[src/hdl/nwl_pkg.sv]
// ----------------------------------------------------------------------------
// nwl_pkg
// Shared widths, register indexes, codes and control structs of the nearest
// waypoint lookup block.
// ----------------------------------------------------------------------------
package nwl_pkg;

  localparam int MAX_WAYPOINTS = 64;
  localparam int SLOT_W        = $clog2(MAX_WAYPOINTS);
  localparam int CNT_W         = 7;
  localparam int ID_W          = 8;
  localparam int COORD_W       = 16;
  localparam int DIFF_W        = COORD_W;
  localparam int SQ_W          = 2 * DIFF_W;
  localparam int DIST_W        = 33;
  localparam int CFG_IDX_W     = 1;
  localparam int CFG_DATA_W    = DIST_W;
  localparam int ENTRY_W       = ID_W + 2 * COORD_W;

  localparam logic [DIST_W-1:0] THRESHOLD_RESET = 33'd8589672450;
  localparam logic [CNT_W-1:0]  CNT_MAX         = CNT_W'(MAX_WAYPOINTS);

  localparam logic [CFG_IDX_W-1:0] REG_ACTIVE_COUNT = 1'd0;
  localparam logic [CFG_IDX_W-1:0] REG_THRESHOLD_SQ = 1'd1;

  localparam logic ACT_LOAD  = 1'b0;
  localparam logic ACT_QUERY = 1'b1;

  typedef struct packed {
    logic              start;     // latch query position, clear best
    logic              wr;        // write the input beat into the table
    logic              rd;        // read one table entry into the scan pipe
    logic [SLOT_W-1:0] rd_addr;
    logic              out_load;  // capture the final result
  } nwl_cmd_t;

  typedef struct packed {
    logic busy;                   // scan pipeline still holds entries
  } nwl_sts_t;

endpackage

[src/hdl/nearest_waypoint_lookup_core.sv]
// ----------------------------------------------------------------------------
// nearest_waypoint_lookup_core
// Nearest waypoint search over a 64-entry table with a squared distance
// threshold; loads write the table, queries return one result beat.
// ----------------------------------------------------------------------------
//  Channel  Ports                                    Direction  Beat
//  in       in_valid/in_ready + action,slot,id,x,y   input      load or query
//  out      out_valid/out_ready + found,id,dist      output     one per query
//  cfg      cfg_we, cfg_index, cfg_wdata             input      register write
//
// A load is written into the table when accepted. A query scans N entries,
// N being active_count capped at 64, and goes straight to the result when N
// is 0: the table memory gives one entry per cycle to the distance pipeline.
// Input is held off during a query. A result waiting on out_ready blocks only
// the end of the next query; loads keep flowing. Reset clears control state
// and the registers; the table holds nothing defined until written.
// ----------------------------------------------------------------------------
module nearest_waypoint_lookup_core
  import nwl_pkg::*;
(
  input  logic                      clk,
  input  logic                      rst_n,
  input  logic                      in_valid,
  output logic                      in_ready,
  input  logic                      in_action,
  input  logic [SLOT_W-1:0]         in_slot,
  input  logic [ID_W-1:0]           in_waypoint_id,
  input  logic signed [COORD_W-1:0] in_pos_x,
  input  logic signed [COORD_W-1:0] in_pos_y,
  output logic                      out_valid,
  input  logic                      out_ready,
  output logic                      out_found,
  output logic [ID_W-1:0]           out_nearest_id,
  output logic [DIST_W-1:0]         out_distance_sq,
  input  logic                      cfg_we,
  input  logic [CFG_IDX_W-1:0]      cfg_index,
  input  logic [CFG_DATA_W-1:0]     cfg_wdata
);

  logic [CNT_W-1:0]  active_count_r;
  logic [DIST_W-1:0] threshold_sq_r;
  nwl_cmd_t          cmd;
  nwl_sts_t          sts;

  always_ff @(posedge clk) begin
    if (!rst_n) begin
      active_count_r <= '0;
      threshold_sq_r <= THRESHOLD_RESET;
    end else if (cfg_we) begin
      case (cfg_index)
        REG_ACTIVE_COUNT: active_count_r <= cfg_wdata[CNT_W-1:0];
        REG_THRESHOLD_SQ: threshold_sq_r <= cfg_wdata[DIST_W-1:0];
        default: ;
      endcase
    end
  end

  nwl_ctrl u_ctrl (
    .clk          (clk),
    .rst_n        (rst_n),
    .in_valid     (in_valid),
    .in_ready     (in_ready),
    .in_action    (in_action),
    .out_valid    (out_valid),
    .out_ready    (out_ready),
    .active_count (active_count_r),
    .cmd          (cmd),
    .sts          (sts)
  );

  nwl_dp u_dp (
    .clk             (clk),
    .rst_n           (rst_n),
    .cmd             (cmd),
    .sts             (sts),
    .in_slot         (in_slot),
    .in_waypoint_id  (in_waypoint_id),
    .in_pos_x        (in_pos_x),
    .in_pos_y        (in_pos_y),
    .threshold_sq    (threshold_sq_r),
    .out_found       (out_found),
    .out_nearest_id  (out_nearest_id),
    .out_distance_sq (out_distance_sq)
  );

endmodule

[src/hdl/nwl_ctrl.sv]
// ----------------------------------------------------------------------------
// nwl_ctrl
// Sequencer: takes input beats, steps the table scan of a query and owns the
// result valid flag.
// ----------------------------------------------------------------------------
module nwl_ctrl
  import nwl_pkg::*;
(
  input  logic             clk,
  input  logic             rst_n,
  input  logic             in_valid,
  output logic             in_ready,
  input  logic             in_action,
  output logic             out_valid,
  input  logic             out_ready,
  input  logic [CNT_W-1:0] active_count,
  output nwl_cmd_t         cmd,
  input  nwl_sts_t         sts
);

  typedef enum logic [1:0] {
    ST_IDLE,
    ST_SCAN,
    ST_DRAIN,
    ST_FIN
  } state_t;

  state_t           state_r, state_nxt;
  logic [CNT_W-1:0] cnt_r, cnt_nxt;
  logic [CNT_W-1:0] num_r, num_nxt;
  logic             out_valid_r, out_valid_nxt;
  logic [CNT_W-1:0] num_sat;
  logic [CNT_W-1:0] cnt_inc;
  logic             in_fire;

  assign in_ready  = (state_r == ST_IDLE);
  assign in_fire   = in_valid && in_ready;
  assign out_valid = out_valid_r;
  assign num_sat   = (active_count > CNT_MAX) ? CNT_MAX : active_count;
  assign cnt_inc   = cnt_r + CNT_W'(1);

  always_comb begin
    state_nxt     = state_r;
    cnt_nxt       = cnt_r;
    num_nxt       = num_r;
    out_valid_nxt = out_valid_r;
    cmd           = '0;
    cmd.rd_addr   = cnt_r[SLOT_W-1:0];

    if (out_valid_r && out_ready) begin
      out_valid_nxt = 1'b0;
    end

    case (state_r)
      ST_IDLE: begin
        if (in_fire) begin
          if (in_action == ACT_QUERY) begin
            cmd.start = 1'b1;
            cnt_nxt   = '0;
            num_nxt   = num_sat;
            state_nxt = (num_sat == '0) ? ST_FIN : ST_SCAN;
          end else begin
            cmd.wr = 1'b1;
          end
        end
      end
      ST_SCAN: begin
        cmd.rd  = 1'b1;
        cnt_nxt = cnt_inc;
        if (cnt_inc == num_r) begin
          state_nxt = ST_DRAIN;
        end
      end
      ST_DRAIN: begin
        if (!sts.busy) begin
          state_nxt = ST_FIN;
        end
      end
      ST_FIN: begin
        // The result register must be free before a new result goes in.
        if (!out_valid_r || out_ready) begin
          cmd.out_load  = 1'b1;
          out_valid_nxt = 1'b1;
          state_nxt     = ST_IDLE;
        end
      end
      default: begin
        state_nxt = ST_IDLE;
      end
    endcase
  end

  always_ff @(posedge clk) begin
    if (!rst_n) begin
      state_r     <= ST_IDLE;
      cnt_r       <= '0;
      num_r       <= '0;
      out_valid_r <= 1'b0;
    end else begin
      state_r     <= state_nxt;
      cnt_r       <= cnt_nxt;
      num_r       <= num_nxt;
      out_valid_r <= out_valid_nxt;
    end
  end

endmodule

[src/hdl/nwl_dp.sv]
// ----------------------------------------------------------------------------
// nwl_dp
// Datapath: waypoint table memory, distance pipeline, running minimum and
// the result register.
// ----------------------------------------------------------------------------
module nwl_dp
  import nwl_pkg::*;
(
  input  logic                      clk,
  input  logic                      rst_n,
  input  nwl_cmd_t                  cmd,
  output nwl_sts_t                  sts,
  input  logic [SLOT_W-1:0]         in_slot,
  input  logic [ID_W-1:0]           in_waypoint_id,
  input  logic signed [COORD_W-1:0] in_pos_x,
  input  logic signed [COORD_W-1:0] in_pos_y,
  input  logic [DIST_W-1:0]         threshold_sq,
  output logic                      out_found,
  output logic [ID_W-1:0]           out_nearest_id,
  output logic [DIST_W-1:0]         out_distance_sq
);

  logic [ENTRY_W-1:0] table_mem [MAX_WAYPOINTS];

  logic signed [COORD_W-1:0] qx_r, qy_r;

  // Stage 1: registered memory read.
  logic                      v1_r;
  logic [ENTRY_W-1:0]        rd_data_r;
  // Stage 2: absolute coordinate differences.
  logic                      v2_r;
  logic [ID_W-1:0]           id2_r;
  logic [DIFF_W-1:0]         adx_r, ady_r;
  // Stage 3: squares.
  logic                      v3_r;
  logic [ID_W-1:0]           id3_r;
  logic [SQ_W-1:0]           sqx_r, sqy_r;
  // Running minimum.
  logic                      any_r;
  logic [DIST_W-1:0]         best_r;
  logic [ID_W-1:0]           best_id_r;

  logic [ID_W-1:0]           e_id;
  logic signed [COORD_W-1:0] e_x, e_y;
  logic signed [COORD_W:0]   dx, dy;
  logic [COORD_W:0]          dx_abs, dy_abs;
  logic [DIST_W-1:0]         sum;
  logic                      take;
  logic                      found;

  assign sts.busy = v1_r || v2_r || v3_r;

  assign e_id = rd_data_r[ENTRY_W-1 -: ID_W];
  assign e_x  = rd_data_r[2*COORD_W-1 -: COORD_W];
  assign e_y  = rd_data_r[COORD_W-1:0];

  assign dx     = {e_x[COORD_W-1], e_x} - {qx_r[COORD_W-1], qx_r};
  assign dy     = {e_y[COORD_W-1], e_y} - {qy_r[COORD_W-1], qy_r};
  assign dx_abs = dx[COORD_W] ? (COORD_W+1)'(-dx) : (COORD_W+1)'(dx);
  assign dy_abs = dy[COORD_W] ? (COORD_W+1)'(-dy) : (COORD_W+1)'(dy);

  assign sum   = DIST_W'(sqx_r) + DIST_W'(sqy_r);
  // Strict less-than keeps the earliest slot on a tie.
  assign take  = v3_r && (!any_r || (sum < best_r));
  assign found = any_r && (best_r <= threshold_sq);

  always_ff @(posedge clk) begin
    if (cmd.wr && ({1'b0, in_slot} < (SLOT_W+1)'(MAX_WAYPOINTS))) begin
      table_mem[in_slot] <= {in_waypoint_id, in_pos_x, in_pos_y};
    end
    if (cmd.rd) begin
      rd_data_r <= table_mem[cmd.rd_addr];
    end
  end

  always_ff @(posedge clk) begin
    if (!rst_n) begin
      v1_r  <= 1'b0;
      v2_r  <= 1'b0;
      v3_r  <= 1'b0;
      any_r <= 1'b0;
    end else begin
      v1_r <= cmd.rd;
      v2_r <= v1_r;
      v3_r <= v2_r;
      if (cmd.start) begin
        any_r <= 1'b0;
      end else if (take) begin
        any_r <= 1'b1;
      end
    end
  end

  always_ff @(posedge clk) begin
    if (cmd.start) begin
      qx_r <= in_pos_x;
      qy_r <= in_pos_y;
    end
    id2_r <= e_id;
    adx_r <= dx_abs[DIFF_W-1:0];
    ady_r <= dy_abs[DIFF_W-1:0];
    id3_r <= id2_r;
    sqx_r <= SQ_W'(adx_r) * SQ_W'(adx_r);
    sqy_r <= SQ_W'(ady_r) * SQ_W'(ady_r);
    if (take) begin
      best_r    <= sum;
      best_id_r <= id3_r;
    end
    if (cmd.out_load) begin
      out_found       <= found;
      out_nearest_id  <= found ? best_id_r : '0;
      out_distance_sq <= any_r ? best_r : '0;
    end
  end

endmodule
[config.mk]
export PLATFORM = sky130hd
export DESIGN_NAME = nearest_waypoint_lookup_core
export DESIGN_NICKNAME = d
export VERILOG_FILES = /design/src/hdl/nwl_pkg.sv /design/src/hdl/nearest_waypoint_lookup_core.sv /design/src/hdl/nwl_ctrl.sv /design/src/hdl/nwl_dp.sv
export SDC_FILE = /design/constraint.sdc
export NUM_CORES = 2
export LEC_CHECK = 0
export BUFFER_PORTS_ARGS = -buffer_cell sky130_fd_sc_hd__buf_2
export CAP_MARGIN = 5
export CORE_AREA = 10 10 395 685
export DETAILED_ROUTE_END_ITERATION = 8
export DIE_AREA = 0 0 405 695
export PLACE_DENSITY_LB_ADDON = 0.1
export SKIP_CTS_REPAIR_TIMING = 1
export SLEW_MARGIN = 0
export SYNTH_ARGS = -nofsm -noshare
export SYNTH_HDL_FRONTEND = slang
export SYNTH_SLANG_ARGS = --single-unit
[constraint.sdc]
create_clock -name clk -period 14.2 [get_ports clk]
set_clock_uncertainty 0.05 [all_clocks]
set_input_delay 2.84 -clock clk [delete_from_list [all_inputs] [get_ports clk]]
set_output_delay 2.84 -clock clk [all_outputs]
set_load 0.02 [all_outputs]
### Yosys cells after proc, flatten, opt, wreduce, memory -nomap -nowiden

Memories as Yosys holds them, arrays and structs flattened. A register that Yosys moved wholly into a read port is not among the register bits.
Index checks and enable logic that the tools add are counted.

* bits in registers: 288
* bits in latches: 0
* memory bits (writable): 2560
* memory bits (read-only): 0
* input bits: 86
* memories kept: 1

* add/subtract/negate cells: 6
* multipliers: 2
* divide/modulo/power cells: 0
* $lt $le $gt $ge: 3
* eq/ne operators: 9
* shift operators: 0
* mux-type cells: 25
* bitwise gates (word level): 2
* reductions and logical operators: 19

Memory list
* u_dp.table_mem: words 64, width 40, read ports 1, clocked after memory_dff 1, wr ports 1, line nwl_dp.sv:23 `logic [ENTRY_W-1:0] table_mem [MAX_WAYPOINTS];`

Operators by type and width (count)
* 16-bit by 16-bit multiplier with 32-bit output: 2
* 16-bit by 16-bit subtractor with 17-bit output: 2
* 32-bit by 32-bit adder with 33-bit output: 1
* 33-bit <= comparator: 1
* 33-bit < comparator: 1
* 16-bit 2-to-1 mux: 2
* 16-bit negator: 2
* 7-bit 2-to-1 mux: 3
* 2-bit 2-to-1 mux: 8
* 7-bit one-hot mux with 2 select lines: 1
* 1-bit 2-to-1 mux: 10
* 2-bit one-hot mux with 4 select lines: 1
* 7-bit by 1-bit adder with 7-bit output, second input constant: 1
* 7-bit equality test: 1
* 7-bit > comparator, second input constant: 1
* 7-bit zero test: 1
* 2-bit != test, second input constant: 3
* 3-bit AND reduction: 2
* 5-bit AND reduction: 1
* 2-bit equality test, second input constant: 2
* 1-bit logical AND: 4
* 1-bit logical OR: 4
* 2-bit by 1-bit != test with 1-bit output, second input constant: 2
* 2-bit AND reduction: 2
* 6 further kinds: 8

### Longest topological paths before layout

* depth in word-level cells: 7
* gate-level depth with buffers: 25
* mapped depth without buffers: 24

### Hierarchy

A second synthesis with hierarchy kept.

* cells, all modules: 6799
* area total of the unflattened synthesis: 126847.9 µm²

Modules (own cells, without submodules)
* nwl_dp: times used 1, cells each 6488, area an instance 124149.1 µm², seq. area each 83810.4 µm²
* nearest_waypoint_lookup_core: times used 1, cells each 174, area an instance 1570.3 µm², seq. area each 800.8 µm²
* nwl_ctrl: times used 1, cells each 137, area an instance 1128.6 µm², seq. area each 340.3 µm²

### Worst setup path after synthesis

No wires, ideal clock.

* path kind: register to register
* start: register u_dp.ady_r[1]
* end: register u_dp.sqy_r[29]
* library setup time: 0.064 ns
* arrival time: 6.189 ns
* path slack: 7.898 ns
* stages on the path, launching flop included: 26
* path buffers: 2
* path through: dfxtp_1 -> clkbuf_1 -> clkbuf_1 -> and2_1 -> fa_1 -> inv_1 -> fa_1 -> inv_1 -> fa_1 -> inv_1 -> fa_1 -> inv_1 -> fa_1 -> inv_1 -> fa_1 -> inv_1 -> ha_1 -> and3_4 -> a221o_1 -> a21oi_1 -> and4bb_1 -> o31ai_1 -> a211oi_2 -> o21bai_1 -> or4_1 -> nand4_1

* word-level cells in the longest chain between the ends: 1

RTL lines
* start: declaration: line nwl_dp.sv:33 `logic [DIFF_W-1:0] adx_r, ady_r;`
* start signal: assignment: line nwl_dp.sv:101 `ady_r <= dy_abs[DIFF_W-1:0];`
* 16-bit by 16-bit multiplier with 32-bit output: line nwl_dp.sv:104 `sqy_r <= SQ_W'(ady_r) * SQ_W'(ady_r);`
* end signal: assignment: line nwl_dp.sv:104
* end: declaration: line nwl_dp.sv:37 `logic [SQ_W-1:0] sqx_r, sqy_r;`

Every way passes these cells.
A chain may end at the register's enable or synchronous reset.

### Worst setup path after layout

* start: register u_dp.ady_r[9]
* end: register u_dp.sqy_r[29]

Same word-level chain as after synthesis.

==> out/metrics.cfg <==
[sta]
hold_viol_final = 0
slew_headroom_pct = 8.50
tightest_slew_ns = 1.37
setup_violations = 0
rsz0062_at_grt = no
clock.fmax_ghz = 0.145
tns_ns = 0
period_needed_ns = 6.89
timing.final.crit_share_pct = 48.5
slew_viol_final = 0

[synthesis]
synthCells = 6684
synth_seq_area_share_pct = 67.2
yosysUniqueCellTypes = 78
synth-edff-count = 2715
synth_area_um2 = 126000
syn_area_per_cell_um2 = 18.9
yosys_warnings = 0
synth-async-reset-ratio_pct = 0
synth_seq_cells = 2886
synth_flop_cell = edfxtp_1
syn-num-nets = 7436

[final_layout]
nets = 7683
nFillCells = 20200
syn_to_final_growth_pct = 11.1
drive_gt1_share_pct = 22.0

[grt]
grt_max_degree = 140
grt_pass1_vias = 67400
grt_pass1_wl_mm = 492
overflow = 0
grt_usage_pct = 24.5
grt_antenna_before_repair = 18

[floorplan]
die_y_um = 695
start_util_pct = 48.9
die_w_um = 405
coreArea_um2 = 258000
die_area_um2 = 281000
io_pins = 130
num_rows = 247

[cts]
numCtsBuffers = 271
insertion_delay_ns = 0.86
path_clk_slew_ns = 0.06
cts_tree = built
clock-sinks = 2886
htreeDepth = 5
cts_buffer_depth = 4
cts-root-buf = clkbuf_16

[setup_path]
critPathKind = reg -> reg
cp-end-kind = register
rr_worst_depth = 23
worstPathArrival_ns = 7.63
cp_max_fo = 17
start_kind = register
critPathRequiredTime_ns = 14.94

[place]
port_buffers = 129
dp_hpwl_mm = 212
gp_congestion = 0.841

[detailed_routing]
ant_nets = 0
via_per_inst = 6.00
wl_per_cell_um = 32.8
dr.pass1.iters = 5
remaining_drc_errors = 0
drtIter0Drc = 6399
vias = 63000
routed_wirelength_mm = 345

[status]
status = complete, no violations

[flow_run]
maxCapViolCount = 0

[hold_path]
hold_path_class = reg -> reg
min_path_cells = 0

## layout make-up
cell class	count	area, um2	area share, %
flip-flops and latches	2886	85000	60.5
repair buffers	239	1580	1.13
clock buffers	332	7320	5.21
well taps	3361	4210	3.00
clock inverters	146	1540	1.10
diodes	4	10.0	0.00713
multi-input cells	2908	38400	27.4
inverters	625	2350	1.67
## sequential cells by signal, summed over array words and instances, names as in the netlist, 8 cells and up
register and count:
u_dp.qy_r 16, threshold_sq_r 33, u_dp.sqx_r 31, u_dp.best_r 33, u_dp.out_distance_sq 33, u_dp.ady_r 16, u_dp.sqy_r 31, u_dp.table_mem 2560
u_dp.out_nearest_id 8, u_dp.qx_r 16, u_dp.best_id_r 8, u_dp.rd_data_r 40, u_dp.id2_r 8, u_dp.id3_r 8, u_dp.adx_r 16
## stage by stage
stage	setup WS [ns]	instances	hold slack, ns	utilization (%)	area [um2]
5_1_grt	6.84	10500	0.289	54.3	140000
3_3_place_gp	6.89	10000	0.262	50.9	131000
2_1_floorplan	7.90	6684	0.260	-	126000
3_5_place_dp	6.79	10000	0.262	50.9	131000
6_report	7.31	10500	0.280	54.3	140000
4_1_cts	7.30	10500	0.276	54.3	140000
## cell families (layout without fill, tap and decap cells)
kind of cell,Yosys count,count (layout),share of synthesized area (%)
AO/OA/AOI/OAI,419,419,2.26
XOR/XNOR,158,158,1.10
adder cells (fa/ha/maj),666,666,8.53
buffers and inverters,890,1342,2.74
flip-flops,2886,2886,67.2
multiplexers,848,848,15.0
other,0,4,0
AND/OR/NAND/NOR,817,817,3.10
## cells in the mapped netlist, types with 5 or more instances
master	n	share of area, %
nor3_1	37	0.15
or3_1	7	0.035
nor2_1	190	0.56
fa_1	326	5.2
xnor2_1	101	0.70
dfxtp_1	171	2.7
buf_2	43	0.17
nand4_1	24	0.12
nand3b_1	9	0.053
nor2b_1	38	0.19
o21a_1	20	0.12
xor2_1	57	0.40
nor4_1	8	0.040
o21bai_1	18	0.11
o21ai_0	56	0.22
a21o_1	83	0.49
a21oi_1	115	0.46
buf_1	47	0.14
buf_4	15	0.089
nor3b_1	8	0.048
and2_1	118	0.58
edfxtp_1	2715	65
o31ai_1	8	0.048
or2_2	8	0.040
mux2i_1	5	0.040
ha_1	340	3.4
nand2b_1	20	0.099
and3_1	15	0.074
nand3_1	36	0.14
mux4_2	839	15
a31oi_1	11	0.054
clkbuf_1	158	0.47
o211ai_1	24	0.14
a31o_2	6	0.042
nand2_1	283	0.84
a21boi_0	25	0.15
inv_1	625	1.9
## routing by layer
layer	share of wire (%)	vias up	track usage, %
met2	56	2067	46.0
met3	5.5	572	3.37
met5	0.033	-	0
met1	35	33900	28.2
li1	-	26400	-
met4	4.4	16	9.28
## cell usage in the layout (no fill, tap or decap), types with 101 or more instances in the layout
| master | netlist | final |
|---|---|---|
| a21oi_1 | 115 | 115 |
| and2_1 | 118 | 118 |
| buf_2 | 43 | 129 |
| buf_4 | 15 | 101 |
| clkbuf_16 | 0 | 284 |
| dfxtp_1 | 171 | 165 |
| edfxtp_1 | 2715 | 2715 |
| fa_1 | 326 | 326 |
| ha_1 | 340 | 339 |
| inv_1 | 625 | 624 |
| mux4_2 | 839 | 839 |
| nand2_1 | 283 | 283 |
| nor2_1 | 190 | 126 |
| xnor2_1 | 101 | 101 |
## final timing paths
| path | from | end | slack, ns |
|---|---|---|---|
| setup / recovery | u_dp.ady_r[9] | u_dp.sqy_r[29] | 7.31 |
| hold / removal | u_dp.id2_r[6] | u_dp.id3_r[6] | 0.28 |
| setup reg to reg | u_dp.ady_r[9] | u_dp.sqy_r[29] | 7.31 |
| hold reg to reg | u_dp.id2_r[6] | u_dp.id3_r[6] | 0.28 |
## critical path, stage by stage, from the launching register on
cell,delay (ns)
dfxtp_1,0.53
and2_1,0.31
fa_1,0.51
inv_1,0.06
fa_1,0.52
inv_1,0.06
fa_1,0.52
inv_1,0.06
fa_1,0.53
inv_1,0.05
fa_1,0.53
inv_1,0.07
fa_1,0.47
inv_1,0.05
ha_1,0.31
and3_4,0.18
a221o_1,0.34
a21oi_1,0.21
and4bb_1,0.27
o31ai_1,0.13
a211oi_2,0.33
o21bai_1,0.20
or4_1,0.43
nand4_1,0.09
Power is not shown: default switching activity piles up to over one toggle a cycle in this logic, so the estimate is an artifact.
